[config.mk]
export PLATFORM = sky130hd
export DESIGN_NAME = rpvs_ctrl
export DESIGN_NICKNAME = d
export VERILOG_FILES = /design/src/hw/rtl/rpvs_pkg.sv /design/src/hw/rtl/rpvs_ctrl.sv
export SDC_FILE = /design/constraint.sdc
export NUM_CORES = 1
export LEC_CHECK = 0
export ABC_AREA = 1
export BUFFER_PORTS_ARGS = -buffer_cell sky130_fd_sc_hd__buf_2
export CORE_MARGIN = 5
export CORE_UTILIZATION = 54
export CTS_BUF_LIST = sky130_fd_sc_hd__clkbuf_4 sky130_fd_sc_hd__clkbuf_8 sky130_fd_sc_hd__clkbuf_16
export CTS_CLUSTER_DIAMETER = 40
export DETAILED_ROUTE_END_ITERATION = 16
export PLACE_DENSITY = 0.88
export SYNTH_ARGS = -nofsm -noshare
export SYNTH_HDL_FRONTEND = slang
export SYNTH_SLANG_ARGS = --single-unit
[constraint.sdc]
create_clock -name clock -period 2.55 [get_ports clock]
set_clock_uncertainty 0.15 [all_clocks]
set_input_delay 0.255 -clock clock [delete_from_list [all_inputs] [get_ports clock]]
set_output_delay 0.255 -clock clock [all_outputs]
set_load 0.03 [all_outputs]
[src/hw/rtl/rpvs_pkg.sv]
// ----------------------------------------------------------------------------
// rpvs_pkg
// Shared types, codes and saturation helpers for the rational function
// value and slope unit.
// ----------------------------------------------------------------------------
package rpvs_pkg;

   localparam int DEF_MAX_NUM_TERMS = 7;
   localparam int DEF_MAX_DEN_TERMS = 7;
   localparam int VAL_W      = 48;
   localparam int COEF_W     = 32;
   localparam int X_W        = 24;
   localparam int SLOT_W     = 4;
   localparam int TERM_W     = 3;
   localparam int WEIGHT_W   = 5;
   localparam int CSR_IDX_W  = 2;
   localparam int CSR_DATA_W = 24;

   localparam logic signed [47:0] SAT_MAX = 48'sh7FFF_FFFF_FFFF;
   localparam logic signed [47:0] SAT_MIN = 48'sh8000_0000_0000;
   localparam logic signed [47:0] ONE_Q16 = 48'sd65536;
   localparam logic [23:0] SCALE_RESET = 24'd65536;

   localparam logic OP_WRITE = 1'b0;
   localparam logic OP_EVAL  = 1'b1;

   typedef enum logic [1:0] {
      CSR_NUM_TERMS   = 2'd0,
      CSR_DEN_TERMS   = 2'd1,
      CSR_INPUT_SCALE = 2'd2
   } csr_index_type;

   typedef enum logic [1:0] {
      PASS_N  = 2'd0,
      PASS_NP = 2'd1,
      PASS_D  = 2'd2,
      PASS_DP = 2'd3
   } pass_type;

   typedef enum logic [1:0] {
      MA_ACC = 2'd0,
      MA_NP  = 2'd1,
      MA_N   = 2'd2
   } mul_a_type;

   typedef enum logic [1:0] {
      MB_XS = 2'd0,
      MB_D  = 2'd1,
      MB_DP = 2'd2
   } mul_b_type;

   typedef enum logic [1:0] {
      DA_N   = 2'd0,
      DA_TOP = 2'd1,
      DA_TMP = 2'd2
   } div_a_type;

   typedef enum logic [1:0] {
      DD_FIT   = 2'd0,
      DD_TMP   = 2'd1,
      DD_SLOPE = 2'd2
   } div_dest_type;

   typedef struct packed {
      logic                tbl_write;
      logic                x_load;
      logic                acc_init;
      logic                acc_add_coef;
      logic                acc_add_one;
      logic                acc_load_mul;
      logic                top_sub;
      logic                store;
      pass_type            dest;
      logic                mul_start;
      mul_a_type           mul_a;
      mul_b_type           mul_b;
      logic                div_start;
      div_a_type           div_a;
      logic                div_load;
      div_dest_type        div_dest;
      logic                zero_fill;
      logic                out_load;
      logic [WEIGHT_W-1:0] weight;
   } dp_cmd_type;

   typedef struct packed {
      logic mul_done;
      logic div_done;
      logic d_zero;
   } dp_status_type;

   function automatic logic signed [47:0] sat48(input logic signed [49:0] v);
      if (v[49:47] != {3{v[49]}}) begin
         return v[49] ? SAT_MIN : SAT_MAX;
      end
      return v[47:0];
   endfunction

   function automatic logic signed [47:0] apply_sign(input logic [80:0] m, input logic neg);
      logic ovf;
      ovf = (|m[80:48]) || (m[47] && (!neg || (|m[46:0])));
      if (ovf) begin
         return neg ? SAT_MIN : SAT_MAX;
      end
      return neg ? $signed(48'(~m[47:0] + 48'd1)) : $signed(m[47:0]);
   endfunction

   function automatic logic [47:0] mag48(input logic signed [47:0] v);
      return v[47] ? 48'(~v + 48'sd1) : v;
   endfunction

endpackage

[src/hw/rtl/rpvs_ctrl.sv]
// ----------------------------------------------------------------------------
// rpvs_ctrl
// Sequencer: Horner passes, numerator of the slope, three divisions (skipped
// for a zero denominator) and the result handshake.
// ----------------------------------------------------------------------------
module rpvs_ctrl
   import rpvs_pkg::*;
#(
   parameter int MAX_NUMERATOR_TERMS   = DEF_MAX_NUM_TERMS,
   parameter int MAX_DENOMINATOR_TERMS = DEF_MAX_DEN_TERMS,
   localparam int DEPTH  = MAX_NUMERATOR_TERMS + MAX_DENOMINATOR_TERMS,
   localparam int ADDR_W = (DEPTH > 1) ? $clog2(DEPTH) : 1,
   localparam int MAXT   = (MAX_NUMERATOR_TERMS > MAX_DENOMINATOR_TERMS) ?
                           MAX_NUMERATOR_TERMS : MAX_DENOMINATOR_TERMS,
   localparam int CNT_W  = (MAXT > 1) ? $clog2(MAXT) : 1
)(
   input  logic              clock,
   input  logic              reset,
   input  logic              req_tvalid,
   output logic              req_tready,
   input  logic              req_op,
   output logic              rsp_tvalid,
   input  logic              rsp_tready,
   input  logic [TERM_W-1:0] num_terms,
   input  logic [TERM_W-1:0] den_terms,
   input  dp_status_type     status,
   output dp_cmd_type        cmd,
   output logic [ADDR_W-1:0] coef_addr
);

   typedef enum logic [11:0] {
      S_IDLE     = 12'b0000_0000_0001,
      S_INIT     = 12'b0000_0000_0010,
      S_MUL_GO   = 12'b0000_0000_0100,
      S_MUL_WAIT = 12'b0000_0000_1000,
      S_STORE    = 12'b0000_0001_0000,
      S_TOP_M1   = 12'b0000_0010_0000,
      S_TOP_W1   = 12'b0000_0100_0000,
      S_TOP_M2   = 12'b0000_1000_0000,
      S_TOP_W2   = 12'b0001_0000_0000,
      S_DIV_GO   = 12'b0010_0000_0000,
      S_DIV_WAIT = 12'b0100_0000_0000,
      S_FINISH   = 12'b1000_0000_0000
   } state_type;

   state_type        state_ff, state_in;
   pass_type         pass_ff, pass_in;
   logic [CNT_W-1:0] cnt_ff, cnt_in;
   logic [1:0]       dstep_ff, dstep_in;
   logic             rsp_valid_ff, rsp_valid_in;

   int               nt_i, dt_i, lo_i;
   logic [CNT_W-1:0] nt_top, dt_top, idx;
   logic             accept;

   assign accept     = req_tvalid && req_tready;
   assign req_tready = (state_ff == S_IDLE);
   assign rsp_tvalid = rsp_valid_ff;

   always_comb begin
      nt_i = (num_terms == '0) ? 1 : int'(num_terms);
      if (nt_i > MAX_NUMERATOR_TERMS) nt_i = MAX_NUMERATOR_TERMS;
      dt_i = int'(den_terms);
      if (dt_i > MAX_DENOMINATOR_TERMS) dt_i = MAX_DENOMINATOR_TERMS;
   end

   assign nt_top = CNT_W'(nt_i - 1);
   assign dt_top = (dt_i > 0) ? CNT_W'(dt_i - 1) : '0;
   assign lo_i   = (pass_ff == PASS_NP) ? 1 : 0;
   assign idx    = (state_ff == S_MUL_WAIT) ? CNT_W'(cnt_ff - 1'b1) : cnt_ff;

   always_comb begin
      if (pass_ff == PASS_D || pass_ff == PASS_DP) begin
         coef_addr = ADDR_W'(MAX_NUMERATOR_TERMS + int'(idx));
      end else begin
         coef_addr = ADDR_W'(idx);
      end
   end

   always_comb begin
      cmd          = '0;
      cmd.dest     = pass_ff;
      cmd.mul_a    = MA_ACC;
      cmd.mul_b    = MB_XS;
      cmd.div_a    = DA_N;
      cmd.div_dest = DD_FIT;
      unique case (pass_ff)
         PASS_NP: cmd.weight = WEIGHT_W'(idx);
         PASS_DP: cmd.weight = WEIGHT_W'(int'(idx) + 1);
         default: cmd.weight = WEIGHT_W'(1);
      endcase
      unique case (dstep_ff)
         2'd0: begin
            cmd.div_a    = DA_N;
            cmd.div_dest = DD_FIT;
         end
         2'd1: begin
            cmd.div_a    = DA_TOP;
            cmd.div_dest = DD_TMP;
         end
         default: begin
            cmd.div_a    = DA_TMP;
            cmd.div_dest = DD_SLOPE;
         end
      endcase

      state_in     = state_ff;
      pass_in      = pass_ff;
      cnt_in       = cnt_ff;
      dstep_in     = dstep_ff;
      rsp_valid_in = rsp_valid_ff && !rsp_tready;

      unique case (state_ff)
         S_IDLE: begin
            if (accept) begin
               if (req_op == OP_WRITE) begin
                  cmd.tbl_write = 1'b1;
               end else begin
                  cmd.x_load = 1'b1;
                  pass_in    = PASS_N;
                  cnt_in     = nt_top;
                  state_in   = S_INIT;
               end
            end
         end
         S_INIT: begin
            cmd.acc_init = 1'b1;
            if (int'(cnt_ff) > lo_i || pass_ff == PASS_D) state_in = S_MUL_GO;
            else state_in = S_STORE;
         end
         S_MUL_GO: begin
            cmd.mul_start = 1'b1;
            state_in      = S_MUL_WAIT;
         end
         S_MUL_WAIT: begin
            if (status.mul_done) begin
               if (pass_ff == PASS_D && cnt_ff == '0) begin
                  cmd.acc_add_one = 1'b1;
                  state_in        = S_STORE;
               end else begin
                  cmd.acc_add_coef = 1'b1;
                  cnt_in           = idx;
                  if (int'(cnt_ff) - 1 > lo_i || pass_ff == PASS_D) state_in = S_MUL_GO;
                  else state_in = S_STORE;
               end
            end
         end
         S_STORE: begin
            cmd.store = 1'b1;
            unique case (pass_ff)
               PASS_N: begin
                  if (nt_i > 1) begin
                     pass_in  = PASS_NP;
                     cnt_in   = nt_top;
                     state_in = S_INIT;
                  end else if (dt_i > 0) begin
                     pass_in  = PASS_D;
                     cnt_in   = dt_top;
                     state_in = S_INIT;
                  end else begin
                     state_in = S_TOP_M1;
                  end
               end
               PASS_NP: begin
                  if (dt_i > 0) begin
                     pass_in  = PASS_D;
                     cnt_in   = dt_top;
                     state_in = S_INIT;
                  end else begin
                     state_in = S_TOP_M1;
                  end
               end
               PASS_D: begin
                  pass_in  = PASS_DP;
                  cnt_in   = dt_top;
                  state_in = S_INIT;
               end
               PASS_DP: state_in = S_TOP_M1;
            endcase
         end
         S_TOP_M1: begin
            cmd.mul_start = 1'b1;
            cmd.mul_a     = MA_NP;
            cmd.mul_b     = MB_D;
            state_in      = S_TOP_W1;
         end
         S_TOP_W1: begin
            if (status.mul_done) begin
               cmd.acc_load_mul = 1'b1;
               state_in         = S_TOP_M2;
            end
         end
         S_TOP_M2: begin
            cmd.mul_start = 1'b1;
            cmd.mul_a     = MA_N;
            cmd.mul_b     = MB_DP;
            state_in      = S_TOP_W2;
         end
         S_TOP_W2: begin
            if (status.mul_done) begin
               cmd.top_sub = 1'b1;
               dstep_in    = 2'd0;
               state_in    = S_DIV_GO;
            end
         end
         S_DIV_GO: begin
            if (status.d_zero) begin
               cmd.zero_fill = 1'b1;
               state_in      = S_FINISH;
            end else begin
               cmd.div_start = 1'b1;
               state_in      = S_DIV_WAIT;
            end
         end
         S_DIV_WAIT: begin
            if (status.div_done) begin
               cmd.div_load = 1'b1;
               if (dstep_ff == 2'd2) begin
                  state_in = S_FINISH;
               end else begin
                  dstep_in = dstep_ff + 2'd1;
                  state_in = S_DIV_GO;
               end
            end
         end
         S_FINISH: begin
            if (!rsp_valid_ff || rsp_tready) begin
               cmd.out_load = 1'b1;
               rsp_valid_in = 1'b1;
               state_in     = S_IDLE;
            end
         end
         default: state_in = S_IDLE;
      endcase
   end

   always_ff @(posedge clock) begin
      if (reset) begin
         state_ff     <= S_IDLE;
         pass_ff      <= PASS_N;
         cnt_ff       <= '0;
         dstep_ff     <= 2'd0;
         rsp_valid_ff <= 1'b0;
      end else begin
         state_ff     <= state_in;
         pass_ff      <= pass_in;
         cnt_ff       <= cnt_in;
         dstep_ff     <= dstep_in;
         rsp_valid_ff <= rsp_valid_in;
      end
   end

endmodule

==> impl_metrics.tcl <==
set metrics [dict create \
    status "complete, no violations" \
    synth.cell_area_sq_um 2000 \
    cts_root_buf "clkbuf_8" \
    dp_hpwl_mm 4.08 \
    period_share 0.964 \
    arrival_ns 2.05 \
    num_rows 22 \
    ys.flop_type "dfxtp_1" \
    multi_input_area_sq_um 1380 \
    fin_setup_tns_ns 0 \
    dieArea_sq_um 5020 \
    cts_tree "done" \
    ys_ff_latch 20 \
    core_sq_um 3630 \
    fmax_ghz 0.407 \
    final_cell_mix "69 x nand2_1, 51 x nor2_1, 50 x inv_1" \
    maxSlewViolCount 0 \
    hold_viol 0 \
    seqCellArea_sq_um 408 \
    start_kind "flop" \
    p_int_mw 1.04 \
    ys_types 34 \
    switchingPower_mw 1.07 \
    vias 2259 \
    nets 420 \
    critPathKind "reg2out" \
    drive_gt1_frac 0.245 \
    postSynth.asyncResetShare 0 \
    r2r_end "state_ff[4]$_SDFFE_PP0P_" \
    antenna_found_initial 0 \
    p_seq_frac 0.192 \
    cts-htree-levels 1 \
    postCtsHoldBufs 0 \
    endpoint_kind "output port" \
    first_iter_violations 160 \
    cts_sinks 20 \
    first_pass_iters 4 \
    ys_warn_count 0 \
    synth_edf_count 0 \
    finalPower_mw 2.11 \
    synth-simple-area-share 0.422 \
    post_drt_wl_per_cell_um 12.2 \
    numCtsBuffers 3 \
    synth_cells 334 \
    drc 0 \
    synth-compound-area-share 0.115 \
    min_path_type "in2reg" \
    synth_nets 366 \
    wl_met1_mm 2.28 \
    grt_max_degree 15 \
    grt_pass1_vias 2024 \
    fin_util 0.677 \
    routed_via_density 5.19 \
    cap_violations 0 \
    met3WireLength_um 410 \
    final_common_cell "nand2_1" \
    drtAntennaViolNets 0 \
    synth-seq-area-share 0.200 \
    synth.area.top_cells "dfxtp_1 20%, nand2_1 13%, ha_1 11%" \
    setup_viol 0 \
    synth_fa_ha_area_frac 0.113 \
    die_w_um 70.9 \
    dieHeight_um 70.9 \
    combPwrFrac 0.660 \
    p_leak_nw 1.35 \
    clk_pin_slew_ns 0.08 \
    ff2ff_path_depth 8 \
    antenna_cells 0 \
    netSwitchingFraction 0.508 \
    synth_xor_xnor_area_share 0.0175 \
    timing.rr.start "pass_ff[1]$_SDFFE_PP0P_" \
    areaGrowthSynthToFinish_pct 23.0 \
    fin_crit_ns 2.46 \
    nFillCells 323 \
    whs_ns 0.105 \
    grt_pass1_wl_mm 8.52 \
    ff2ff_setup_slack_ns 0.51 \
    cp.required_ns 2.14 \
    grt.total_usage 0.202 \
    muxShareOfSynthArea 0 \
    drt_wl_total_mm 5.30 \
    top_layer "met4" \
    clockPowerShare 0.148 \
    crit_path_max_fanout 6 \
    peakVddDrop_mv 0.698 \
    numPortBuffers 46 \
    wl_met2_mm 2.49 \
    grt-ovfl-total 0 \
    start_util 0.551 \
    syn_area_per_cell_sq_um 5.99 \
    power_density_nw_per_um2 856 \
    crit_path_start "state_ff[6]$_SDFFE_PP0P_" \
    clk_path_buf_depth 2 \
    synth.top_cell.area_share 0.200 \
    synth_top_family_by_area "simple AND/OR/NAND/NOR gates" \
    cp-endpoint "cmd[2]" \
    synth_area_leader_cell "dfxtp_1" \
    place.gp.congestion 0.953 \
    pin_count 48 \
    insertion_delay_ns 0.26 \
]
-- how the worst min path moves through the flow --
stage	startpoint	endpoint	slack, ns	depth (start not counted)
final	status[0]	state_ff[10]$_SDFFE_PP0P_	0.11	4
after global routing	status[0]	state_ff[10]$_SDFFE_PP0P_	0.14	4
after detailed placement	dstep_ff[1]$_SDFFE_PP0P_	dstep_ff[1]$_SDFFE_PP0P_	0.33	2
after floorplan	reset	rsp_tvalid$_SDFF_PP0_	0.17	1
after global placement	dstep_ff[1]$_SDFFE_PP0P_	dstep_ff[1]$_SDFFE_PP0P_	0.32	2
after CTS	status[0]	state_ff[10]$_SDFFE_PP0P_	0.11	4
-- through the flow --
stage               cells  area, sq um  setup WS, ns
floorplan             334         2000       0.00542
global placement      420         2240         0.206
detailed placement    420         2240         0.144
CTS                   427         2350       0.00251
global route          435         2460       -0.0124
finish                435         2460        0.0922
-- critical path, cell delays in order (launching register included) --
cell	delay, ns
dfxtp_2	0.33
nor2_2	0.12
nand2_2	0.11
nor2_8	0.17
nand2_8	0.09
inv_8	0.08
ha_4	0.15
inv_1	0.06
ha_1	0.19
o21ai_0	0.16
nand2_1	0.06
o21ai_0	0.07
buf_4	0.18
-- kinds of logic after synthesis --
| family | after synthesis |
|---|---|
| DFF | 20 |
| AOI/OAI and AO/OA | 41 |
| and+or+nand+nor | 186 |
| other | 1 |
| adders and majority gates | 18 |
| xor gates and xnor gates | 4 |
| buffers and inverters | 64 |
-- synthesized netlist by cell type (2+ instances only) --
master and number:
xor2_1 2, ha_1 18, clkbuf_1 3, clkinv_2 2, xnor2_1 2, nor3_1 13, o211ai_1 2, nand2_4 2
nand3_1 30, a21oi_1 17, nor2_2 2, o21ai_0 17, nand2_2 4, nand4_1 2, dfxtp_1 20, nor2_4 2
nor2_1 54, or2_2 2, nand2_1 69, inv_1 53, buf_4 5
-- layout make-up --
type                       instances  area share
multi-input combinational        250       0.561
sequential                        20       0.166
timing repair buffer              57       0.131
inverter                          56      0.0890
tap                               48      0.0244
clock buffer                       3      0.0168
clock inverter                     1      0.0122
-- routing by layer --
| metal | vias to the layer above | track usage |
|---|---|---|
| met5 | - | 0 |
| met4 | 0 | 0.0543 |
| met3 | 14 | 0.0369 |
| met2 | 85 | 0.347 |
| met1 | 1001 | 0.260 |
| li1 | 1159 | - |
-- power by group through the flow --
stage	sequential (mW)	clock, mW	combinational (mW)
after global placement	0.402	0	1.27
after detailed placement	0.405	0	1.29
after global routing	0.412	0.332	1.55
final	0.404	0.312	1.39
after CTS	0.398	0.319	1.32
after floorplan	0.413	0	0.999
-- state kept, by name, summed over array words and instances, names as in the netlist --
name	flops
cnt_ff	3
dstep_ff	2
pass_ff	2
rsp_tvalid	1
state_ff	12
-- timing repair --
action,in CTS,in global routing
pin swaps,2,8
endpoints found under the setup margin,4,4
setup buffers,3,8
resized for setup,4,20
endpoints found under the hold margin,0,0
Power figures use the tool's default switching activity.
